--- src/rtl/ahbf_pkg.sv ---
// Shared types and constants for the audio half-buffer feeder.
// No dependencies; every other file refers to it by scoped names.
package ahbf_pkg;

    // Item kinds on the input channel
    typedef enum logic [2:0] {
        KIND_START = 3'd0,
        KIND_SLOT  = 3'd1,
        KIND_STOP  = 3'd2,
        KIND_EOF   = 3'd3,
        KIND_ABORT = 3'd4
    } t_kind;

    // Run modes, also reported on the result channel
    typedef enum logic [1:0] {
        MODE_IDLE   = 2'd0,
        MODE_STREAM = 2'd1,
        MODE_DRAIN  = 2'd2
    } t_mode;

    // Source fill result for a half
    typedef enum logic [1:0] {
        FILL_OK      = 2'd0,
        FILL_PARTIAL = 2'd1,
        FILL_EOF     = 2'd2,
        FILL_OTHER   = 2'd3
    } t_fill;

    // Configuration register indexes
    typedef enum logic [1:0] {
        CFG_FRAMES_PER_HALF = 2'd0,
        CFG_SILENCE_HALVES  = 2'd1,
        CFG_MS_PER_HALF     = 2'd2
    } t_cfg_idx;

    localparam int FPH_W     = 13;
    localparam int SIL_W     = 8;
    localparam int MSH_W     = 16;
    localparam int SLOT_W    = 12;
    localparam int SAMPLE_W  = 16;
    localparam int WORD_W    = 32;
    localparam int CNT_W     = 32;
    localparam int CFG_IDX_W = 2;
    localparam int CFG_DAT_W = 16;

    localparam logic [FPH_W-1:0] MAX_HALF_FRAMES = 13'd4096;
    localparam logic [SIL_W-1:0] DEFAULT_SILENCE = 8'd4;
    localparam logic [1:0]       PREFILL_HALVES  = 2'd2;

    localparam logic [FPH_W-1:0] FPH_RESET = 13'd256;
    localparam logic [SIL_W-1:0] SIL_RESET = 8'd4;
    localparam logic [MSH_W-1:0] MSH_RESET = 16'd1;

endpackage

--- src/rtl/ahbf_in_if.sv ---
// Input channel: one beat per frame slot or control event.
// Depends on ahbf_pkg for field widths.
interface ahbf_in_if;
    logic                                 valid;
    logic                                 ready;
    logic [2:0]                           kind;
    logic signed [ahbf_pkg::SAMPLE_W-1:0] sample;
    logic                                 sample_valid;
    logic [1:0]                           fill_status;

    modport source (output valid, kind, sample, sample_valid, fill_status, input ready);
    modport sink   (input valid, kind, sample, sample_valid, fill_status, output ready);
endinterface

--- src/rtl/ahbf_out_if.sv ---
// Result channel: one beat per accepted input beat.
// Depends on ahbf_pkg for field widths.
interface ahbf_out_if;
    logic                             valid;
    logic                             ready;
    logic [ahbf_pkg::WORD_W-1:0]      wire_word;
    logic                             word_active;
    logic                             half_last;
    logic [1:0]                       mode;
    logic [ahbf_pkg::CNT_W-1:0]       chunks_done;
    logic [ahbf_pkg::CNT_W-1:0]       stream_ms;

    modport source (output valid, wire_word, word_active, half_last, mode, chunks_done,
                    stream_ms, input ready);
    modport sink   (input valid, wire_word, word_active, half_last, mode, chunks_done,
                    stream_ms, output ready);
endinterface

--- src/rtl/audio_half_buffer_feeder_core.sv ---
// Audio half-buffer feeder: top level, the whole datapath and control.
// Depends on ahbf_pkg, ahbf_in_if and ahbf_out_if.
//
//  channel  | dir | handshake       | beat payload
//  ---------+-----+-----------------+-----------------------------------------------
//  i_in     | in  | valid/ready     | kind, sample, sample_valid, fill_status
//  o_out    | out | valid/ready     | wire_word, word_active, half_last, mode,
//           |     |                 | chunks_done, stream_ms
//  i_cfg_*  | in  | write enable    | i_cfg_idx selects register, i_cfg_data value
//
// One beat in, one beat out. A beat is taken in any cycle in which the result
// register is empty or is being drained, so the block sustains one beat per
// clock while o_out is ready; o_out.valid rises in the cycle after acceptance.
// All mode/half bookkeeping is a single combinational pass from the state
// registers into the next state and the result register.
// Reset (i_rst_n low, synchronous) returns to idle with counters cleared and
// configuration at 256 frames per half, 4 silent halves, 1 ms per half.
// A stalled o_out holds its beat and back-pressures i_in through ready.
module audio_half_buffer_feeder_core (
    input  logic                                 i_clk,
    input  logic                                 i_rst_n,
    ahbf_in_if.sink                              i_in,
    ahbf_out_if.source                           o_out,
    input  logic                                 i_cfg_we,
    input  logic [ahbf_pkg::CFG_IDX_W-1:0]       i_cfg_idx,
    input  logic [ahbf_pkg::CFG_DAT_W-1:0]       i_cfg_data
);

    // Configuration registers
    logic [ahbf_pkg::FPH_W-1:0] r_frames_per_half;
    logic [ahbf_pkg::SIL_W-1:0] r_silence_halves;
    logic [ahbf_pkg::MSH_W-1:0] r_ms_per_half;

    // Run state
    ahbf_pkg::t_mode             r_mode, n_mode;
    logic                        r_end_pending, n_end_pending;
    logic [ahbf_pkg::SIL_W-1:0]  r_silence_left, n_silence_left;
    logic [ahbf_pkg::SLOT_W-1:0] r_slot_index, n_slot_index;
    logic                        r_half_silent, n_half_silent;
    logic [1:0]                  r_prefill_left, n_prefill_left;
    logic [ahbf_pkg::CNT_W-1:0]  r_chunk_count, n_chunk_count;
    logic [ahbf_pkg::CNT_W-1:0]  r_time_ms, n_time_ms;

    // Result register
    logic                         r_out_valid;
    logic [ahbf_pkg::WORD_W-1:0]  r_out_word, n_out_word;
    logic                         r_out_active, n_out_active;
    logic                         r_out_last, n_out_last;

    logic                         in_take;
    logic [ahbf_pkg::FPH_W-1:0]   half_len;
    logic [ahbf_pkg::MSH_W-1:0]   ms_step;
    logic [ahbf_pkg::SIL_W-1:0]   sil_load;
    logic [ahbf_pkg::FPH_W-1:0]   slot_next;
    logic                         counted;

    assign i_in.ready = !r_out_valid || o_out.ready;
    assign in_take    = i_in.valid && i_in.ready;

    // Clamp frames per half into 1..MAX_HALF_FRAMES
    always_comb begin
        if (r_frames_per_half == '0) begin
            half_len = ahbf_pkg::FPH_W'(1);
        end else if (r_frames_per_half > ahbf_pkg::MAX_HALF_FRAMES) begin
            half_len = ahbf_pkg::MAX_HALF_FRAMES;
        end else begin
            half_len = r_frames_per_half;
        end
    end

    assign ms_step   = (r_ms_per_half == '0) ? ahbf_pkg::MSH_W'(1) : r_ms_per_half;
    assign sil_load  = (r_silence_halves == '0) ? ahbf_pkg::DEFAULT_SILENCE
                                                : r_silence_halves;
    assign slot_next = {1'b0, r_slot_index} + ahbf_pkg::FPH_W'(1);

    // Next-state and result for the beat on i_in
    always_comb begin
        n_mode         = r_mode;
        n_end_pending  = r_end_pending;
        n_silence_left = r_silence_left;
        n_slot_index   = r_slot_index;
        n_half_silent  = r_half_silent;
        n_prefill_left = r_prefill_left;
        n_chunk_count  = r_chunk_count;
        n_time_ms      = r_time_ms;
        n_out_word     = '0;
        n_out_active   = 1'b0;
        n_out_last     = 1'b0;
        counted        = 1'b0;

        case (i_in.kind)
            ahbf_pkg::KIND_START: begin
                if (r_mode == ahbf_pkg::MODE_IDLE) begin
                    n_end_pending  = 1'b0;
                    n_silence_left = '0;
                    n_slot_index   = '0;
                    n_half_silent  = 1'b0;
                    n_chunk_count  = '0;
                    n_time_ms      = '0;
                    n_prefill_left = ahbf_pkg::PREFILL_HALVES;
                    n_mode         = ahbf_pkg::MODE_STREAM;
                end
            end
            ahbf_pkg::KIND_SLOT: begin
                if (r_mode != ahbf_pkg::MODE_IDLE) begin
                    // First slot of a half: pending end turns this half into drain
                    if (r_slot_index == '0) begin
                        if (r_mode == ahbf_pkg::MODE_STREAM && r_end_pending) begin
                            n_mode         = ahbf_pkg::MODE_DRAIN;
                            n_silence_left = sil_load;
                            n_end_pending  = 1'b0;
                        end
                        n_half_silent = (n_mode == ahbf_pkg::MODE_DRAIN);
                    end
                    n_out_active = 1'b1;
                    if (!n_half_silent && i_in.sample_valid) begin
                        n_out_word = {i_in.sample, i_in.sample};
                    end
                    if (slot_next >= half_len) begin
                        n_out_last   = 1'b1;
                        n_slot_index = '0;
                        counted      = (r_prefill_left == '0);
                        if (!counted) begin
                            n_prefill_left = r_prefill_left - 2'd1;
                        end else begin
                            n_time_ms = r_time_ms + ahbf_pkg::CNT_W'(ms_step);
                        end
                        if (n_mode == ahbf_pkg::MODE_DRAIN) begin
                            if (n_silence_left != '0) begin
                                n_silence_left = n_silence_left - ahbf_pkg::SIL_W'(1);
                            end
                            if (n_silence_left == '0) begin
                                n_mode         = ahbf_pkg::MODE_IDLE;
                                n_end_pending  = 1'b0;
                                n_slot_index   = '0;
                                n_half_silent  = 1'b0;
                            end
                        end else begin
                            if (counted && (i_in.fill_status == ahbf_pkg::FILL_OK ||
                                            i_in.fill_status == ahbf_pkg::FILL_PARTIAL)) begin
                                n_chunk_count = r_chunk_count + ahbf_pkg::CNT_W'(1);
                            end
                            if (i_in.fill_status == ahbf_pkg::FILL_EOF) begin
                                n_mode         = ahbf_pkg::MODE_DRAIN;
                                n_silence_left = sil_load;
                                n_end_pending  = 1'b0;
                            end
                        end
                    end else begin
                        n_slot_index = slot_next[ahbf_pkg::SLOT_W-1:0];
                    end
                end
            end
            ahbf_pkg::KIND_STOP: begin
                if (r_mode == ahbf_pkg::MODE_STREAM) begin
                    n_end_pending = 1'b1;
                end
            end
            ahbf_pkg::KIND_EOF: begin
                n_end_pending = 1'b1;
            end
            ahbf_pkg::KIND_ABORT: begin
                n_mode         = ahbf_pkg::MODE_IDLE;
                n_end_pending  = 1'b0;
                n_silence_left = '0;
                n_slot_index   = '0;
                n_half_silent  = 1'b0;
            end
            default: begin
                // unused kind codes: no state change
            end
        endcase
    end

    // Configuration writes; indexes past the list are dropped
    always_ff @(posedge i_clk) begin
        if (!i_rst_n) begin
            r_frames_per_half <= ahbf_pkg::FPH_RESET;
            r_silence_halves  <= ahbf_pkg::SIL_RESET;
            r_ms_per_half     <= ahbf_pkg::MSH_RESET;
        end else if (i_cfg_we) begin
            case (i_cfg_idx)
                ahbf_pkg::CFG_FRAMES_PER_HALF:
                    r_frames_per_half <= i_cfg_data[ahbf_pkg::FPH_W-1:0];
                ahbf_pkg::CFG_SILENCE_HALVES:
                    r_silence_halves  <= i_cfg_data[ahbf_pkg::SIL_W-1:0];
                ahbf_pkg::CFG_MS_PER_HALF:
                    r_ms_per_half     <= i_cfg_data[ahbf_pkg::MSH_W-1:0];
                default: begin
                end
            endcase
        end
    end

    // State and result-valid
    always_ff @(posedge i_clk) begin
        if (!i_rst_n) begin
            r_mode         <= ahbf_pkg::MODE_IDLE;
            r_end_pending  <= 1'b0;
            r_silence_left <= '0;
            r_slot_index   <= '0;
            r_half_silent  <= 1'b0;
            r_prefill_left <= '0;
            r_chunk_count  <= '0;
            r_time_ms      <= '0;
            r_out_valid    <= 1'b0;
        end else begin
            if (in_take) begin
                r_mode         <= n_mode;
                r_end_pending  <= n_end_pending;
                r_silence_left <= n_silence_left;
                r_slot_index   <= n_slot_index;
                r_half_silent  <= n_half_silent;
                r_prefill_left <= n_prefill_left;
                r_chunk_count  <= n_chunk_count;
                r_time_ms      <= n_time_ms;
                r_out_valid    <= 1'b1;
            end else if (o_out.ready) begin
                r_out_valid    <= 1'b0;
            end
        end
    end

    // Result payload, no reset needed
    always_ff @(posedge i_clk) begin
        if (in_take) begin
            r_out_word   <= n_out_word;
            r_out_active <= n_out_active;
            r_out_last   <= n_out_last;
        end
    end

    assign o_out.valid       = r_out_valid;
    assign o_out.wire_word   = r_out_word;
    assign o_out.word_active = r_out_active;
    assign o_out.half_last   = r_out_last;
    assign o_out.mode        = r_mode;
    assign o_out.chunks_done = r_chunk_count;
    assign o_out.stream_ms   = r_time_ms;

    // Checks
    a_last_is_active: assert property (@(posedge i_clk) disable iff (!i_rst_n)
        (o_out.valid && o_out.half_last) |-> o_out.word_active)
        else $error("half_last without an active word");

    // an eof beat may leave end_pending set while idle
    a_idle_slot_zero: assert property (@(posedge i_clk) disable iff (!i_rst_n)
        (r_mode == ahbf_pkg::MODE_IDLE) |-> (r_slot_index == '0 && !r_half_silent))
        else $error("idle with half in progress");

    a_time_held: assert property (@(posedge i_clk) disable iff (!i_rst_n)
        !in_take |=> ($stable(r_time_ms) && $stable(r_chunk_count)))
        else $error("counters moved without an accepted beat");

    a_prefill_range: assert property (@(posedge i_clk) disable iff (!i_rst_n)
        r_prefill_left != 2'd3)
        else $error("prefill count out of range");

    a_drain_has_silence: assert property (@(posedge i_clk) disable iff (!i_rst_n)
        (r_mode == ahbf_pkg::MODE_DRAIN) |-> (r_silence_left != '0))
        else $error("drain with no silent halves left");

endmodule
--- src/flat_wrapper.sv ---
// flat-port wrapper written by rule: the top's interface ports become plain ports
module audio_half_buffer_feeder_core_flat 
  (i_clk, i_rst_n, i_cfg_we, i_cfg_idx, i_cfg_data, i_in_valid, i_in_kind, i_in_sample, i_in_sample_valid, i_in_fill_status, i_in_ready, o_out_valid, o_out_wire_word, o_out_word_active, o_out_half_last, o_out_mode, o_out_chunks_done, o_out_stream_ms, o_out_ready);
  ahbf_in_if i_in_i ();
  ahbf_out_if o_out_i ();
  input  logic i_clk;
  input  logic i_rst_n;
  input  logic i_cfg_we;
  input  logic [ahbf_pkg::CFG_IDX_W-1:0] i_cfg_idx;
  input  logic [ahbf_pkg::CFG_DAT_W-1:0] i_cfg_data;
  input wire logic [$bits(i_in_i.valid)-1:0] i_in_valid;
  input wire logic [$bits(i_in_i.kind)-1:0] i_in_kind;
  input wire logic [$bits(i_in_i.sample)-1:0] i_in_sample;
  input wire logic [$bits(i_in_i.sample_valid)-1:0] i_in_sample_valid;
  input wire logic [$bits(i_in_i.fill_status)-1:0] i_in_fill_status;
  output wire logic [$bits(i_in_i.ready)-1:0] i_in_ready;
  output wire logic [$bits(o_out_i.valid)-1:0] o_out_valid;
  output wire logic [$bits(o_out_i.wire_word)-1:0] o_out_wire_word;
  output wire logic [$bits(o_out_i.word_active)-1:0] o_out_word_active;
  output wire logic [$bits(o_out_i.half_last)-1:0] o_out_half_last;
  output wire logic [$bits(o_out_i.mode)-1:0] o_out_mode;
  output wire logic [$bits(o_out_i.chunks_done)-1:0] o_out_chunks_done;
  output wire logic [$bits(o_out_i.stream_ms)-1:0] o_out_stream_ms;
  input wire logic [$bits(o_out_i.ready)-1:0] o_out_ready;
  assign i_in_i.valid = i_in_valid;
  assign i_in_i.kind = i_in_kind;
  assign i_in_i.sample = i_in_sample;
  assign i_in_i.sample_valid = i_in_sample_valid;
  assign i_in_i.fill_status = i_in_fill_status;
  assign i_in_ready = i_in_i.ready;
  assign o_out_valid = o_out_i.valid;
  assign o_out_wire_word = o_out_i.wire_word;
  assign o_out_word_active = o_out_i.word_active;
  assign o_out_half_last = o_out_i.half_last;
  assign o_out_mode = o_out_i.mode;
  assign o_out_chunks_done = o_out_i.chunks_done;
  assign o_out_stream_ms = o_out_i.stream_ms;
  assign o_out_i.ready = o_out_ready;
  audio_half_buffer_feeder_core u_core (.i_clk(i_clk), .i_rst_n(i_rst_n), .i_in(i_in_i), .o_out(o_out_i), .i_cfg_we(i_cfg_we), .i_cfg_idx(i_cfg_idx), .i_cfg_data(i_cfg_data));
endmodule
--- config.mk ---
export PLATFORM = sky130hd
export DESIGN_NAME = audio_half_buffer_feeder_core_flat
export DESIGN_NICKNAME = d
export VERILOG_FILES = /design/src/rtl/ahbf_pkg.sv /design/src/rtl/ahbf_in_if.sv /design/src/rtl/ahbf_out_if.sv /design/src/rtl/audio_half_buffer_feeder_core.sv /design/src/flat_wrapper.sv
export SDC_FILE = /design/constraint.sdc
export NUM_CORES = 1
export LEC_CHECK = 0
export BUFFER_PORTS_ARGS = -buffer_cell sky130_fd_sc_hd__buf_2
export CAP_MARGIN = 20
export CORE_ASPECT_RATIO = 1.75
export CORE_MARGIN = 10
export CORE_UTILIZATION = 30
export CTS_BUF_LIST = sky130_fd_sc_hd__clkbuf_4
export DETAILED_ROUTE_END_ITERATION = 7
export GPL_TIMING_DRIVEN = 0
export PLACE_DENSITY = 0.59
export SKIP_CTS_REPAIR_TIMING = 1
export SLEW_MARGIN = 15
export SYNTH_ARGS = -nofsm -noshare
export SYNTH_HDL_FRONTEND = slang
export SYNTH_SLANG_ARGS = --single-unit
--- constraint.sdc ---
create_clock -name i_clk -period 4.4 [get_ports i_clk]
set_input_delay 0.88 -clock i_clk [delete_from_list [all_inputs] [get_ports i_clk]]
set_output_delay 0.88 -clock i_clk [all_outputs]
set_load 0.02 [all_outputs]
==> metrics.md, run 1 <==
| Metric | Value |
|---|---|
| Worst min-delay path class | reg -> reg |
| Worst setup EP type | flop |
| Min Clock Period, post-route | 4.18 ns |
| Slew margin rel. | 0.428 |
| Total number of vias | 8446 |
| CP Class | reg -> reg |
| Residual DRC | 0 |
| Reg2Reg Launch Point | u_core.r_slot_index[0] |
| Fin Hold WS | 0.465 ns |
| R2r endpoint | u_core.o_out.chunks_done[20] |
| Placed wire-length estimate | 22700 um |
| H-Tree Depth | 4 |
| Synth Flop Type | dfxtp_1 |
| Tot GR Track Use | 0.157 |
| Cell area after layout | 10200 sq um |
| Critical Path Fanout Max | 10 |
| Buffers added on ports | 145 |
| Leakage | 4.31 nW |
| Critical Path AT | 4.72 ns |
| Vias/cell | 5.22 |
| Die width | 148 um |
| CP Launch Type | flop |
| Status | completed |
| Worst endpoint required time | 4.94 ns |
| Antenna violations before repair | 1 |
| Post-synth cell types | 78 |
| Initial drt markers | 430 |
| Pre-antenna DRT Iters | 7 |
| Max Slew Vio Count | 0 |
| Clock Tree Buf Depth | 2 |
| TritonCTS clock tree | done |
| Vias in the first global route | 8470 |
| Unrepaired setup endpoints after global routing | false |
| Final worst setup slack | 0.221 ns |
| Final wirelength | 28900 um |
| Tcrit/Tclk final | 0.950 |
| Met2 Track Usage GR | 0.308 |
| Post-synth ARST share | 0 |
| Largest net degree at the start of global routing | 20 |
| Rows | 82 |
| Worst Setup EP | u_core.o_out.chunks_done[20] |
| Post-synth EDFFs | 18 |
| Worst R2R Setup Slack | 0.22 ns |
| Pwr/cell area | 268 nW/um^2 |
| Fin util | 0.359 |
| Syn_nets | 1142 |
| Top Usage Layer GRT | met2 |
| Clk_lat worst skew | 0.61 ns |
| # clock sinks | 146 |
| Routing usage on met3 | 0.0345 |
| MaxCap Viol Count | 0 |
| Avg Inst Size Synth | 8.15 sq um |
| Commonest non-fill, non-tap cells in the layout | buf_2, nand2_1, dfxtp_1, a21oi_1, nor2_1 |
| CTS buffer count | 17 |
| # IOs | 147 |
| Worst hold start | u_core.r_prefill_left[1] |
| Met1 Usage GRT | 0.148 |
| Setup TNS | 0 ns |
| Nets | 1307 |
| Clock slew at reported path FFs | 0.14 ns |
| Placed Instances | 1586 |
| IR drop worst, VDD | 0.000186 V |
| Flop and latch count out of synthesis | 146 |
| Mean routed wirelength per cell | 17.9 um |
| Maximum clock frequency | 239 MHz |
| Worst slew pin tran | 0.858 ns |
| Share of the yosys chip area belonging to registers | 0.359 |
| Initial Util | 0.303 |
| Cell Count, Final, Fillers Out | 1619 |
| Core footprint | 28500 sq um |
| Clk root buf | clkbuf_4 |
| Pwr Total | 2.75 mW |
| Global placer's final weighted congestion | 0.908 |
| Mapped Cells | 1062 |
| Synthesis Warnings | 0 |
| GR Overflow Total | 0 |
| Die height | 245 um |
| Worst-case reg-to-reg path depth | 15 |
| Post-route ant nets | 0 |
| First-pass GRT wire length | 45400 um |
| Fin Clk Skew | 0.0287 ns |
| Layout cells sized above 1 | 0.197 |
| Worst slack at placement | -0.0728 ns |
| Synthesized cell area | 8650 sq um |
| Commonest non-fill, non-tap cell in the layout | buf_2 |
| Final setup vio count | 0 |
| Placed cell areas | 9860 sq um |
| Worst setup path start | u_core.r_slot_index[0] |
| Die area | 36300 sq um |
| Final hold violations | 0 |
| Synth-to-Final Area Change | 18.4% |
-- where the power goes --
group	switching, mW	leakage [nW]	internal (mW)	total [mW]
registers	0.0226	1.22	1.37	1.39
clock network	0.552	0.156	0.453	1.00
logic	0.228	2.94	0.120	0.347
-- synthesized netlist by cell type, drive strengths merged, types with 18 or more instances --
library cell	count	area share
nand2	147	0.064
dfxtp	128	0.30
a21oi	96	0.056
nor2	58	0.026
clkbuf	57	0.025
nor3	56	0.034
nand3	50	0.029
mux2i	44	0.052
o21ai	35	0.020
ha	34	0.049
nand2b	33	0.024
buf	28	0.021
inv	23	0.010
nand4	23	0.018
and3	21	0.017
and2	20	0.014
edfxtp	18	0.062
-- kinds of logic (layout without fill, tap and decap cells) --
logic type,Yosys count,in the layout,synth area share
multiplexers,48,48,0.0575
adder cells (fa/ha/maj),35,35,0.0515
AND/OR/NAND/NOR,471,471,0.282
AO/OA/AOI/OAI,227,227,0.167
other,0,1,0
buffers and inverters,108,286,0.0557
flip-flops,146,146,0.359
XOR/XNOR,27,27,0.0273
-- layer usage --
layer,routed length (um),part of all wire
met5,0,0
met2,16300,0.56
met4,1060,0.036
met1,10300,0.36
met3,1280,0.044
-- area by class of cell --
type	instances	area, sq um
Antenna cell	1	2.50
Buffer	83	398
Clock buffer	18	135
Clock inverter	14	189
Fill cell	3108	18300
Inverter	23	86.3
Multi-Input combinational cell	808	5110
Sequential cell	146	3100
Tap cell	378	473
Timing Repair Buffer	148	746
-- state kept, by name, indices dropped and copies added (netlist names) --
| signal | cells |
|---|---|
| u_core.o_out.half_last | 1 |
| u_core.r_half_silent | 1 |
| u_core.o_out.stream_ms | 32 |
| u_core.o_out.wire_word | 16 |
| u_core.r_silence_left | 8 |
| u_core.o_out.chunks_done | 32 |
| u_core.o_out.mode | 2 |
| u_core.r_prefill_left | 2 |
| u_core.o_out.valid | 1 |
| u_core.o_out.word_active | 1 |
| u_core.r_ms_per_half | 16 |
| u_core.r_slot_index | 12 |
| u_core.r_end_pending | 1 |
| u_core.r_frames_per_half | 13 |
| u_core.r_silence_halves | 8 |
-- worst max-delay path, cell delays in order (launching register included) --
cell,delay [ns]
dfxtp_1,0.42
ha_1,0.28
and3_1,0.26
and3_1,0.27
and3_1,0.25
and3_1,0.26
xor2_1,0.21
ha_1,0.27
a21o_1,0.18
o221a_2,0.27
o21a_1,0.20
a211o_2,0.42
a21o_1,0.29
buf_2,0.23
nand3_1,0.12
mux2i_1,0.19
-- worst min path at each step --
stage / cells after the start / end / slack [ns]
final: 2 / u_core.r_prefill_left[1] / 0.47
after global routing: 3 / u_core.o_out.valid / 0.47
after CTS: 3 / u_core.o_out.valid / 0.43
after detailed placement: 2 / u_core.r_prefill_left[1] / 0.45
after global placement: 2 / u_core.r_half_silent / 0.45
after floorplan: 2 / u_core.r_prefill_left[1] / 0.43
Note: power is estimated with default switching activity, not from simulation.
==> run 2, diff against run 1 <==
CELL_PAD_IN_SITES_DETAIL_PLACEMENT = 1   (was not set)
CELL_PAD_IN_SITES_GLOBAL_PLACEMENT = 2   (was not set)
PLACE_DENSITY = 0.84   (was 0.59)
==> metrics.md, run 2 (synthesized netlist as in run 1, its figures left out) <==
| Metric | Value |
|---|---|
| Die area | 36300 sq um |
| NetSw | 796 uW |
| Int Power | 1.78 mW |
| Fin Hold WS | 0.472 ns |
| Die height | 245 um |
| # IOs | 147 |
| Residual DRC | 0 |
| CP Launch Type | flop |
| # clock sinks | 146 |
| Fin Clk Skew | 0.0270 ns |
| Switching Fraction | 0.309 |
| Worst setup EP type | flop |
| MaxCap Viol Count | 0 |
| Worst slack at placement | -0.324 ns |
| Worst endpoint required time | 4.88 ns |
| Commonest non-fill, non-tap cell in the layout | buf_2 |
| Fin util | 0.357 |
| Setup TNS | 0 ns |
| GR Overflow Total | 0 |
| Antenna violations before repair | 5 |
| Clock slew at reported path FFs | 0.14 ns |
| Slew margin rel. | 0.366 |
| Leakage | 4.30 nW |
| Clock Tree Buf Depth | 2 |
| Clock Power Share | 0.320 |
| Cell Count, Final, Fillers Out | 1621 |
| Global placer's final weighted congestion | 0.949 |
| Rows | 82 |
| Fill cells | 3604 |
| Pre-antenna DRT Iters | 5 |
| Vias in the first global route | 9248 |
| Clk_lat worst skew | 0.62 ns |
| Final worst setup slack | 0.191 ns |
| TritonCTS clock tree | done |
| Area occupied by multi-input gates | 5110 sq um |
| Pwr Total | 2.58 mW |
| Initial drt markers | 350 |
| Final wirelength | 32400 um |
| Placed cell areas | 9860 sq um |
| Core footprint | 28500 sq um |
| Max Slew Vio Count | 0 |
| Nets | 1308 |
| Final setup vio count | 0 |
| Status | completed |
| Largest net degree at the start of global routing | 20 |
| Layout cells sized above 1 | 0.197 |
| Critical Path AT | 4.69 ns |
| CTS buffer count | 17 |
| Initial Util | 0.303 |
| FF+latch area | 3100 sq um |
| Clk root buf | clkbuf_4 |
| Placed Instances | 1586 |
| H-Tree Depth | 4 |
| Vias/cell | 5.28 |
| Post-route ant nets | 0 |
| Tot GR Track Use | 0.176 |
| Cell area after layout | 10200 sq um |
| Worst slew pin tran | 0.951 ns |
| Tcrit/Tclk final | 0.957 |
| CP Class | reg -> reg |
| Mean routed wirelength per cell | 20.0 um |
| Die width | 148 um |
| Synth-to-Final Area Change | 17.6% |
| Final hold violations | 0 |
| Critical Path Fanout Max | 10 |
| Comb pwr share | 0.139 |
| Commonest non-fill, non-tap cells in the layout | buf_2, nand2_1, dfxtp_1, a21oi_1, nor2_1 |
| IR drop worst, VDD | 0.000143 V |
| Worst min-delay path class | reg -> reg |
| Maximum clock frequency | 238 MHz |
| Placed wire-length estimate | 25900 um |
| Reg power frac | 0.541 |
| Buffers added on ports | 145 |
| Pwr/cell area | 253 nW/um^2 |
| Unrepaired setup endpoints after global routing | true |
| First-pass GRT wire length | 50500 um |
| Min Clock Period, post-route | 4.21 ns |
| Total number of vias | 8555 |
run 2: changes by cell type in the layout (fill, tap and decap cells not counted), sizes merged:
cell,change
clkinv,+4
diode,+1
bufinv,-3
clkinvlp,-3
clkbuf,+3
run 2: worst max-delay path, cell delays in order, from the launching register on:
cell and delay [ns]:
dfxtp_1 0.36, inv_1 0.10, ha_1 0.16, nor4b_4 0.32
nand4_4 0.24, buf_4 0.26, mux2i_1 0.30, ha_1 0.23
inv_1 0.15, or4b_2 0.64, a211oi_1 0.33, nor3_1 0.11
nor3_2 0.25, nand3_1 0.21, o21ai_0 0.24, o211ai_1 0.16
run 2: final timing paths:
path | slack (ns) | depth (start not counted) | endpoint | startpoint
hold reg to reg | 0.47 | 2 | u_core.r_half_silent | u_core.r_half_silent
setup reg to reg | 0.19 | 15 | u_core.o_out.mode[1] | u_core.r_slot_index[0]
hold / removal | 0.47 | 2 | u_core.r_half_silent | u_core.r_half_silent
setup / recovery | 0.19 | 15 | u_core.o_out.mode[1] | u_core.r_slot_index[0]
run 2: per-layer routing:
layer | GRT usage | vias to the layer above | wire length, um
met4 | 0.0857 | 6 | 1260
met1 | 0.152 | 4198 | 11200
met3 | 0.0306 | 68 | 853
met2 | 0.366 | 136 | 19100
met5 | 0 | - | 35
li1 | - | 4147 | -
run 2: power by group through the flow:
stage	combinational (mW)	clock, mW	sequential (mW)
after floorplan	0.214	0	1.43
after global placement	0.349	0	1.42
after detailed placement	0.355	0	1.42
after CTS	0.356	0.857	1.40
after global routing	0.391	0.911	1.40
final	0.357	0.825	1.40
run 2: cell type report:
type | count | share of cell area
multi-input combinational | 808 | 0.502
buffer | 84 | 0.0403
inverter | 23 | 0.00848
sequential | 146 | 0.305
tap | 378 | 0.0465
antenna | 2 | 0.000492
clock buffer | 20 | 0.0148
clock inverter | 12 | 0.00922
timing repair buffer | 148 | 0.0735
==> run 3, diff against run 2 <==
CAP_MARGIN = not set   (was 20)
REMOVE_ABC_BUFFERS = 1   (was not set)
clock period = 4.8 ns   (was 4.4 ns; I/O delays follow)
==> metrics.md, run 3 (synthesized netlist as in run 1, its figures left out) <==
| Metric | Value |
|---|---|
| IR drop worst, VDD | 0.000164 V |
| Worst endpoint required time | 5.34 ns |
| # IOs | 147 |
| Pwr/cell area | 243 nW/um^2 |
| CP Launch Type | flop |
| Initial Util | 0.303 |
| Unrepaired setup endpoints after global routing | false |
| Final setup vio count | 0 |
| Commonest non-fill, non-tap cells in the layout | buf_2, nand2_1, dfxtp_1, a21oi_1, nor2_1 |
| Core footprint | 28500 sq um |
| Commonest non-fill, non-tap cell in the layout | buf_2 |
| Largest net degree at the start of global routing | 63 |
| Critical Path Fanout Max | 16 |
| H-Tree Depth | 4 |
| Mean routed wirelength per cell | 18.9 um |
| Worst hold start | u_core.r_frames_per_half[0] |
| Rows | 82 |
| TritonCTS clock tree | done |
| CP top delay family | simple AND/OR/NAND/NOR gates |
| Final worst setup slack | 0.377 ns |
| Critical Path AT | 4.96 ns |
| Maximum clock frequency | 226 MHz |
| MaxCap Viol Count | 0 |
| Layout cells sized above 1 | 0.191 |
| Worst setup EP type | flop |
| Min Clock Period, post-route | 4.42 ns |
| Antenna violations before repair | 3 |
| Final wirelength | 29100 um |
| Global placer's final weighted congestion | 0.866 |
| Clk_lat worst skew | 0.65 ns |
| Clock slew at reported path FFs | 0.14 ns |
| Fin util | 0.346 |
| Buf/Inv on CP | 3 |
| Post-route ant nets | 0 |
| Tot GR Track Use | 0.157 |
| Worst setup path start | u_core.r_slot_index[0] |
| Worst slack at placement | -0.517 ns |
| Buffers added on ports | 146 |
| Nets | 1226 |
| Total number of vias | 8191 |
| CTS buffer count | 17 |
| First-pass GRT wire length | 45400 um |
| Pwr Total | 2.40 mW |
| CP max-delay cell | or4b_2 |
| CP Class | reg -> reg |
| Die width | 148 um |
| Slew margin rel. | 0.261 |
| Leakage | 4.14 nW |
| Die height | 245 um |
| Clock Tree Buf Depth | 2 |
| Status | completed |
| Final hold violations | 0 |
| Clk root buf | clkbuf_4 |
| Vias/cell | 5.33 |
| Tcrit/Tclk final | 0.922 |
| Reg2Reg Launch Point | u_core.r_slot_index[0] |
| # clock sinks | 146 |
| Crit path top cell by count | inv_1 |
| Fin Clk Skew | 0.0192 ns |
| Initial drt markers | 261 |
| Cell area after layout | 9880 sq um |
| Placed cell areas | 9560 sq um |
| Pre-antenna DRT Iters | 5 |
| Critical Path Max Stage Delay | 0.63 ns |
| Placed wire-length estimate | 22200 um |
| Max Slew Vio Count | 0 |
| Residual DRC | 0 |
| Synth-to-Final Area Change | 14.2% |
| Die area | 36300 sq um |
| Vias in the first global route | 8449 |
| Worst min-delay path class | reg -> reg |
| GR Overflow Total | 0 |
| Worst slew pin tran | 1.11 ns |
| Fin Hold WS | 0.472 ns |
| Critical Path, Cell by Cell | inv_1 > ha_1 > nor4b_4 > nand4_4 > mux2_2 > inv_1 > ha_1 > inv_1 > or4b_2 > a211oi_1 > nor3_1 > nor3_1 > nand4_1 > o211ai_1 > a21oi_1 |
[run 3: cell count changes in the layout (fill, tap and decap cells not counted), moves of 2 or more]
cell	before	now
clkbuf_1	51	0
buf_4	23	0
clkbuf_4	23	17
inv_6	0	5
buf_2	150	146
buf_1	3	0
clkinv_1	3	0
clkinv_2	4	1
a21oi_1	95	93
buf_16	0	2
clkbuf_2	2	0
inv_8	0	2
[run 3: power by group]
| part | switching (mW) | internal, mW |
|---|---|---|
| Clock | 0.541 | 0.271 |
| Combinational | 0.203 | 0.102 |
| Sequential | 0.0218 | 1.26 |
[run 3: through the flow]
stage / cells / TNS, ns
floorplan: 977 / 0
detailed placement: 1504 / -5.82
finish: 1538 / 0
CTS: 1536 / -0.792
global route: 1538 / 0
global placement: 1501 / -64.78
[run 3: cell type report]
class | count | area, sq um
Antenna cell | 1 | 2.50
Clock inverter | 15 | 146
Timing Repair Buffer | 150 | 817
Multi-Input combinational cell | 808 | 5120
Sequential cell | 146 | 3100
Tap cell | 378 | 473
Clock buffer | 17 | 128
Fill cell | 3558 | 18600
Inverter | 23 | 88.8
[run 3: worst paths after layout]
kind                                                     to  depth (start not counted)  slack (ns)
worst max-delay path                   u_core.r_half_silent                         15        0.38
worst min-delay path            u_core.r_frames_per_half[0]                          2        0.47
worst max register to register         u_core.r_half_silent                         15        0.38
worst min register to register  u_core.r_frames_per_half[0]                          2        0.47
[run 3: per-layer routing]
metal  vias to the layer above  routed length [um]  GRT usage
met2                       141               16000      0.295
li1                       3988                   -          -
met1                      4004               11100      0.159
met4                         4                 873     0.0688
met3                        54                1090     0.0361
met5                         -                  23          0
[run 3: worst register-to-register path: stages, from the launching register on]
cell and delay (ns):
dfxtp_1 0.37, inv_1 0.11, ha_1 0.17, nor4b_4 0.34, nand4_4 0.38, mux2_2 0.43
inv_1 0.13, ha_1 0.18, inv_1 0.15, or4b_2 0.63, a211oi_1 0.32, nor3_1 0.09
nor3_1 0.39, nand4_1 0.25, o211ai_1 0.26, a21oi_1 0.09
